<file path="config.mk">
export PLATFORM = sky130hd
export DESIGN_NAME = sms_ram
export DESIGN_NICKNAME = d
export VERILOG_FILES = /design/src/hdl/sms_ram.sv
export SDC_FILE = /design/constraint.sdc
export NUM_CORES = 2
export LEC_CHECK = 0
export BUFFER_PORTS_ARGS = -buffer_cell sky130_fd_sc_hd__buf_2
export CORE_MARGIN = 3
export CORE_UTILIZATION = 55
export CTS_BUF_LIST = sky130_fd_sc_hd__clkbuf_2
export DETAILED_ROUTE_END_ITERATION = 8
export PLACE_DENSITY = 0.71
export SLEW_MARGIN = 20
export SYNTH_ARGS = -nofsm -noshare
export SYNTH_HDL_FRONTEND = slang
export SYNTH_SLANG_ARGS = --single-unit
</file>
<file path="constraint.sdc">
create_clock -name clk -period 5 [get_ports clk]
set_clock_uncertainty 0.05 [all_clocks]
set_input_delay 1 -clock clk [delete_from_list [all_inputs] [get_ports clk]]
set_output_delay 1 -clock clk [all_outputs]
set_load 0.02 [all_outputs]
</file>
<file path="src/hdl/sms_ram.sv">
// Generic memory: one write port, two read ports with registered read data.
// Stand-alone; no package needed.
`timescale 1ns / 1ps

module sms_ram #(
  parameter int DEPTH = 64,
  parameter int WIDTH = 32
) (
  input  logic                     clk,
  input  logic                     we,
  input  logic [$clog2(DEPTH)-1:0] waddr,
  input  logic [WIDTH-1:0]         wdata,
  input  logic [$clog2(DEPTH)-1:0] raddr_a,
  output logic [WIDTH-1:0]         rdata_a,
  input  logic [$clog2(DEPTH)-1:0] raddr_b,
  output logic [WIDTH-1:0]         rdata_b
);

  logic [WIDTH-1:0] mem [DEPTH];

  always_ff @(posedge clk) begin
    if (we) begin
      mem[waddr] <= wdata;
    end
    rdata_a <= mem[raddr_a];
    rdata_b <= mem[raddr_b];
  end

endmodule

</file>
# Word-level counts from Yosys, hierarchy flattened
# Memories as Yosys holds them, arrays and structs flattened. A register that Yosys moved wholly into a read port is not among the register bits.
# Index checks and enable logic that the tools add are counted.
[op_classes]
n_reduce_logical = 0
n_mux = 2
magnitude_cmp = 0
n_addsub = 0
eq_ne = 0
multipliers = 0
shifts = 0
n_div = 0
bitwise_logic = 0
[op_table]
columns = ["op", "count"]
rows = [
  ["$mux W1", 2],
]
[word_totals]
output_inout_bits = 64
in_bits = 52
wordCells = 3
latch_bits = 0
reg_bits = 0
ram_bits = 2048
n_memories = 1
mem_bits_ro = 0
[memory_table]
columns = ["name", "depth", "width", "read_ports", "rd_clocked_by_memory_dff", "write_ports", "line", "text"]
rows = [
  ["mem", 64, 32, 2, 2, 1, "19", "logic [WIDTH-1:0] mem [DEPTH];"],
]

# Depth between registers and ports, before layout
[depth]
depth_word = 2
mapped_depth = 10
ltp_nobuf = 5

# Least setup slack after synthesis
# No wires, ideal clock.
[synth_path]
kind = "in2reg"
startpoint = "input waddr[3]"
endpoint = "memory mem[48][0], enable pin"
required_time_ns = 4.489
arrival_time_ns = 3.730
n_path_buf = 1
path_slack_ns = 0.759
setup_time_ns = 0.461
path_stages = 4
cell_sequence = "clkbuf_1 > nor2b_1 > nand4b_1 > nor3_1"
[synth_lines]
columns = ["item", "line", "text"]
rows = [
  ["from (decl)", "11", "input logic [$clog2(DEPTH)-1:0] waddr,"],
  ["to (decl)", "19", ""],
]
# No word-level cell before the write port.

# Worst setup path in the final report
[layout_path]
startpoint = "register rdata_a[18], read port of mem"
endpoint = "output rdata_a[18]"
[layout_lines]
columns = ["item", "line", "text"]
rows = [
  ["from (decl)", "14", "output logic [WIDTH-1:0] rdata_a,"],
]
# No word-level cell between the ends.

==> qor.csv <==
metric;value;unit
status;finished, final reports clean;
synth_cell_type_count;38;
path_max_fanout;1;
cts_max_level;6;
drt-pass1-iter-count;7;
min_path_type;in -> reg;
die_x;423.0;um
worstPathArrival;2.78;ns
synth_flop_cell;edfxtp_1;
cts-resized-gates;0;
grt_overflow;0;
ys_ff_latch;2112;
grt_pass1_wl;410.1;mm
die_h;423.0;um
avgSynthCellArea;21.68;um2
fin_area;106000;um2
path_cells;buf_2;
most-common-layout-cells;edfxtp_1 (2048), mux4_2 (1124), clkbuf_2 (789), buf_4 (211), mux2i_1 (204);
final_max_slew_viol_count;0;
async_flop_share;0;%
post-place-ws;0.7787;ns
tns;0;ns
placed_area;100500;um2
synth_cells;4412;
cp.buffers_inverters;1;
crit_slowest_cell;dfxtp_1;
die-area;179000;um2
fin_ws;1.167;ns
tightest_slew;1.328;ns
clk_latency;1.95;ns
max_freq;260.9;MHz
io_buffer_count;115;
fp.coreArea;172300;um2
synth_edf_count;2048;
power.leakage;34.43;nW
cts_tree;built;
min_period;3.833;ns
synth_area;95660;um2
initial_utilization;55.52;%
drive_gt1_share;44.74;%
yosysSeqAreaShare;65.63;%
cts_buffer_depth;4;
area_growth;10.78;%
yosys.area.top_type;edfxtp_1;
grt.total_usage;32.68;%
yosysWarnings;0;
numCtsBuffers;549;
hold_viol;0;
cts.sink_count;2112;
wire_per_inst;37.36;um
power.total;0.03468;W
place_congestion;0.8559;
worstPathRequired;3.95;ns
dp_hpwl;169.4;mm
power.density;327.2;nW/um2
num_rows;152;
max-vdd-ir-drop;0.2554;mV
root_buffer;clkbuf_2;
synthesis.nets;4464;
remaining_drc_errors;0;
drtIter0Drc;8155;
antenna_found_initial;19;
detail-route-antenna-nets;0;
finalCritPeriodShare;76.65;%
crit_path_max_incr_delay;0.64;ns
startpoint_type;flop;
finalNetCount;5084;
max_cap_violations;0;
vias_per_cell;7.105;
worstSetupEndpointType;output port;
final_common_cell;edfxtp_1;
wl;289.3;mm
pin_count;116;
grt_max_degree;65;
critical_path_class;reg -> out;
yosysTopAreaCellShare;64.29;%
synth_area_leaders;edfxtp_1 (64%), mux4_2 (26%), mux2i_1 (2.1%);
path_delay_family;flip-flops;
vias;55020;
slew_headroom;11.44;%
rsz0062_at_grt;false;
finalSetupViolCount;0;
grt_pass1_vias;55810;
clk_pin_slew;0.10;ns
utilization;61.50;%
[per-layer routing]
metal  track usage (%)  share of wire (%)  vias up
met1             45.04                 35    28960
met3             10.88                 14      724
met4             13.49                4.2       20
met5                 0              0.041        -
met2             48.62                 46     4221
li1                  -                  -    21090
[stage by stage]
step	cells	hold slack, ns
2_1_floorplan	4412	0.7305
5_1_grt	7739	-0.005898
4_1_cts	7730	0.02670
6_report	7744	0.1255
3_3_place_gp	6730	0.8304
3_5_place_dp	6730	0.8395
[repair_timing]
item | in CTS | in global routing
endpoints found under the hold margin | 2336 | 0
setup buffers | 0 | 0
hold buffers | 61 | 0
[layout make-up]
| class | instances | area, um2 |
|---|---|---|
| Sequential cell | 2112 | 62780 |
| Clock buffer | 789 | 3949 |
| Fill cell | 12200 | 66330 |
| Antenna cell | 14 | 35.03 |
| Inverter | 1 | 3.754 |
| Timing Repair Buffer | 416 | 3882 |
| Multi-Input combinational cell | 1952 | 31650 |
| Tap cell | 2310 | 2890 |
| Clock inverter | 150 | 778.2 |
[sequential cells by signal (all words and copies together) (netlist names)]
| signal | count |
|---|---|
| rdata_b | 32 |
| mem | 2048 |
| rdata_a | 32 |
[kinds of logic (layout without fill, tap and decap cells)]
family | after synthesis | after routing | synth area share (%)
DFF | 2112 | 2112 | 65.63
buffers and inverters | 348 | 1356 | 1.826
other | 0 | 14 | 0
muxes | 1364 | 1364 | 29.02
AOI/OAI and AO/OA | 340 | 340 | 2.392
and+or+nand+nor | 248 | 248 | 1.133
[path summary, 6_finish.rpt]
check                              endpoint   startpoint  slack [ns]  cells past startpoint
worst max-delay path            rdata_a[18]  rdata_a[18]        1.17                      1
worst min-delay path            mem[61][12]    wdata[12]        0.13                      2
worst max register to register  rdata_a[16]  mem[31][16]        2.02                      6
worst min register to register  rdata_a[27]  mem[38][27]        0.79                      4
[synthesized netlist by cell type, drive strengths merged, types with 27 or more instances]
cell and count:
a21oi 58, a22oi 85, buf 212, clkbuf 135, dfxtp 64, edfxtp 2048
mux2 36, mux2i 204, mux4 1124, nand2 93, nor2 94, o211ai 27
o21ai 49, o22ai 56
[where the power goes]
group          internal (W)  switching, W
clock network       0.00457       0.00710
registers            0.0196      0.000127
logic               0.00137       0.00194
No activity file was read; power rests on OpenSTA's default activity.
