## config.mk

```make
export PLATFORM = sky130hd
export DESIGN_NAME = sms_cmp
export DESIGN_NICKNAME = d
export VERILOG_FILES = /design/src/hdl/sms_pkg.sv /design/src/hdl/sms_cmp.sv
export SDC_FILE = /design/constraint.sdc
export NUM_CORES = 1
export LEC_CHECK = 0
export ABC_AREA = 1
export BUFFER_PORTS_ARGS = -buffer_cell sky130_fd_sc_hd__buf_2
export CORE_ASPECT_RATIO = 0.7
export CORE_MARGIN = 2
export CORE_UTILIZATION = 54
export DETAILED_ROUTE_END_ITERATION = 8
export PLACE_DENSITY = 0.95
export SYNTH_ARGS = -nofsm -noshare
export SYNTH_HDL_FRONTEND = slang
export SYNTH_SLANG_ARGS = --single-unit
```

## constraint.sdc

```tcl
create_clock -name vclk -period 4.86
set_input_delay 0.729 -clock vclk [all_inputs]
set_output_delay 0.729 -clock vclk [all_outputs]
set_load 0.01 [all_outputs]
```

## src/hdl/sms_pkg.sv

```systemverilog
// Shared constants, types and state codes for the stable merge sorter.
// Used by sms_cmp and stable_merge_sorter; depends on nothing.
`timescale 1ns / 1ps

package sms_pkg;

  localparam int MAX_ELEMENTS = 64;
  localparam int KEY_WIDTH    = 32;
  localparam int PORT_WIDTH   = 32;
  localparam int ADDR_W       = $clog2(MAX_ELEMENTS);
  localparam int CNT_W        = $clog2(MAX_ELEMENTS + 1);
  localparam int MODE_W       = 2;

  // Bit positions inside compare_mode.
  localparam int MODE_SIGNED_BIT = 0;
  localparam int MODE_DESC_BIT   = 1;

  typedef logic [KEY_WIDTH-1:0] key_t;
  typedef logic [CNT_W-1:0]     cnt_t;
  typedef logic [CNT_W:0]       cnt_wide_t;
  typedef logic [ADDR_W-1:0]    addr_t;
  typedef logic [MODE_W-1:0]    mode_t;

  typedef enum logic [5:0] {
    ST_LOAD      = 6'b000001,
    ST_SETUP     = 6'b000010,
    ST_READ      = 6'b000100,
    ST_MERGE     = 6'b001000,
    ST_EMIT_WAIT = 6'b010000,
    ST_EMIT_RD   = 6'b100000
  } seq_state_t;

endpackage

```

## src/hdl/sms_cmp.sv

```systemverilog
// Shared key comparator: maps both keys to the selected order, then compares.
// Depends on sms_pkg.
`timescale 1ns / 1ps

module sms_cmp (
  input  sms_pkg::key_t  key_a,
  input  sms_pkg::key_t  key_b,
  input  sms_pkg::mode_t mode,
  output logic           a_first
);

  sms_pkg::key_t ord_a;
  sms_pkg::key_t ord_b;
  sms_pkg::key_t flip;

  always_comb begin
    flip = '0;
    // Flip the sign bit for signed order, all bits for descending order.
    if (mode[sms_pkg::MODE_SIGNED_BIT]) begin
      flip[sms_pkg::KEY_WIDTH-1] = 1'b1;
    end
    ord_a = key_a ^ flip;
    ord_b = key_b ^ flip;
    if (mode[sms_pkg::MODE_DESC_BIT]) begin
      ord_a = ~ord_a;
      ord_b = ~ord_b;
    end
    // Equal keys favor the left run, which keeps the sort stable.
    a_first = (ord_a <= ord_b);
  end

endmodule

```

# Yosys cells after proc, flatten, opt, wreduce, memory -nomap -nowiden
# Index checks and enable logic that the tools add are counted.
# word_totals
wordCells,8
regBits,0
output_inout_bits,1
inputBits,66
# classes
magnitude_cmp,1
muxes,3
bitwise,4
# op_table
cell,n
$mux 32,2
$not 32->32,2
$xor 32x32->32,2
$le 32x32->1,1
$mux 1,1

# Longest topological paths before layout
# depth
ltp_word,5
depth_mapped,16

# Least setup slack after synthesis
# OpenSTA, ideal clock, no wires.
# synth_timing
path_kind,input to output
from,input mode[1]
to,output a_first
t_required_ps,4131
arrival_time_ps,2086
cell_stages,11
n_path_buf,2
path_slack_ps,2045
path_cell_list,buf_4 -> buf_6 -> xor2_1 -> ha_1 -> nand2_1 -> nor2_2 -> nand2_2 -> nor4_4 -> nand2_1 -> nand2_1 -> nand2_1
# synth_via
elab_chain_len,2
elab_cells_between_ends,3
# synth_lines
element,line_no,text
start: declaration,sms_cmp.sv:8,"input sms_pkg::mode_t mode,"
$mux 32,sms_cmp.sv:24,if (mode[sms_pkg::MODE_DESC_BIT]) begin
$le 32x32->1 *,sms_cmp.sv:29,a_first = (ord_a <= ord_b);
end: declaration,sms_cmp.sv:9,output logic a_first
# Mark *: on every way between the ends. The rest lies on a longest branch, timed or not.

# Worst setup path after layout
# Same ends and word-level chain as after synthesis.

==> results.json <==
{
  "rsz0062_at_grt": "no",
  "layout_commonest_cell": "buf_2",
  "wirelength_um": 2620,
  "die_height_um": 46.5,
  "grt_max_degree": 65,
  "finish.instance_area_um2": 1710,
  "postCtsSetupRepairBufs": 0,
  "initial_core_util": 0.568,
  "drv_slew": 0,
  "timing.final.crit_share": 0.717,
  "layout_min_cycle_time_ps": 3480,
  "drtPass1Iterations": 4,
  "crit_top_cell": "nand2_1",
  "powerDensity_nw_per_um2": 123,
  "final_nets": 343,
  "irDropWorstVdd_mv": 0.0579,
  "slowest_stage": "buf_4",
  "vias": 1270,
  "worst_pin_slew_ps": 935,
  "grt_use_total": 0.161,
  "antenna_cells": 0,
  "first_global_vias": 1058,
  "vias_per_cell": 4.58,
  "path_delay_family": "buffers and inverters",
  "cts_hold_buf": 0,
  "remaining_drc_errors": 0,
  "fp.dieW_um": 64.8,
  "endpoint_kind": "output pin",
  "synth_seq_area_share": 0,
  "max_slew_margin": 0.377,
  "die-area_um2": 3020,
  "total_leakage_power_nw": 0.908,
  "wire_per_inst_um": 9.45,
  "syn_nets": 281,
  "setup_violations": 0,
  "coreArea_um2": 2460,
  "min_to": "a_first",
  "drv_cap": 0,
  "regArea_um2": 0,
  "antenna_found_initial": 0,
  "globalplace.congestion": 0.725,
  "path_cells": "buf_4, xor2_1, inv_1, ha_1, nand2_1, nor2_2, nand2_2, nor4_4, nand2_1, nand2_1, nand2_1, buf_2",
  "antenna_left": 0,
  "whs_path_depth": 8,
  "syn_area_um2": 1400,
  "hpwl_um": 2280,
  "rows": 15,
  "status": "finished, final reports clean",
  "port_buffers": 67,
  "critical_path_class": "in -> out",
  "io_pins": 67,
  "hold_viol": 0,
  "total_power_w": 0.000210,
  "hp-class": "in -> out",
  "crit_buf_inv": 3,
  "drt_iter0_markers": 31,
  "synth_cells": 183,
  "cp.arrival_ps": 2750,
  "yosys_warnings": 0,
  "grt-ovfl-total": 0,
  "num-fill-cells": 233,
  "worstHoldStart": "key_a[0]",
  "ctsResizeCount": 0,
  "seq_cell_count": 0,
  "startpoint_type": "primary input",
  "drive_above_1_share": 0.292,
  "synth_area_per_cell_um2": 7.63,
  "path_max_fanout": 64,
  "slowest_delay_ps": 690,
  "placed_area_um2": 1710,
  "synth_cell_types": 19,
  "required_ps": 4130,
  "mostFrequentLayoutCells": "66 x buf_2, 36 x nand2_1, 33 x xnor2_1, 33 x xor2_1, 32 x ha_1",
  "max_freq_mhz": 287,
  "grt_pass1_wl_um": 3980,
  "nClkBuffers": 0,
  "area_growth_pct": 22.7,
  "tns_ps": 0
}
[final cells by class]
class              count  area [um2]  share of cell area
multi-input cells    168        1300               0.760
repair buffers        67         338               0.197
well taps             34        42.5              0.0248
inverters              8        30.0              0.0175
[synth_stat cells]
cell	number	area, um2
a21o_1	1	7.51
a21oi_1	14	70.1
buf_4	4	30.0
buf_6	3	33.8
clkinv_1	1	3.75
ha_1	32	400
inv_1	6	22.5
inv_2	1	3.75
nand2_1	36	135
nand2_2	1	6.26
nand3_1	2	10.0
nand4_1	2	12.5
nor2_1	8	30.0
nor2_2	1	6.26
nor4_4	1	21.3
o21a_1	2	15.0
o21ai_0	2	10.0
xnor2_1	33	289
xor2_1	33	289
[tightest hold or removal path: stages]
cell     delay, ps
buf_2           90
xnor2_1        110
ha_1           130
nand4_1         90
nor2_1         100
nand2_1         60
nand2_1         50
buf_2          120
[per-layer routing]
metal | GRT usage | vias to the layer above | wire length [um]
met1 | 0.214 | 525 | 1250
met3 | 0.00489 | 0 | 120
met4 | 0 | 0 | 0
met2 | 0.311 | 31 | 1240
met5 | 0 | - | 0
li1 | - | 714 | -
[worst max-delay path by stage]
stage | startpoint | endpoint | depth (start not counted)
floorplan | mode[1] | a_first | 11
global placement | mode[1] | a_first | 12
detailed placement | mode[1] | a_first | 12
CTS | mode[1] | a_first | 12
global route | mode[1] | a_first | 12
finish | mode[1] | a_first | 12
[report_power, final]
group	internal [W]	switching, W
Clock	0	0
Combinational	0.000102	0.000108
Sequential	0	0
Total	0.000102	0.000108
[cell families (layout without fill, tap and decap cells)]
family	count (synthesis)	count (layout)	synth area share
fa+ha+maj	32	32	0.287
xor+xnor	66	66	0.414
buf+inv	15	75	0.0672
compound gates	19	19	0.0735
simple gates	51	51	0.159
[stage by stage]
stage	setup slack [ps]	hold WS, ps	util	cells
final	1380	2210	0.697	277
after global routing	1170	2280	0.697	277
after CTS	1350	2240	0.697	277
after detailed placement	1350	2230	0.697	277
after global placement	1430	2230	0.697	277
after floorplan	2050	1980	-	183
Note: power is estimated with default switching activity, not from simulation.
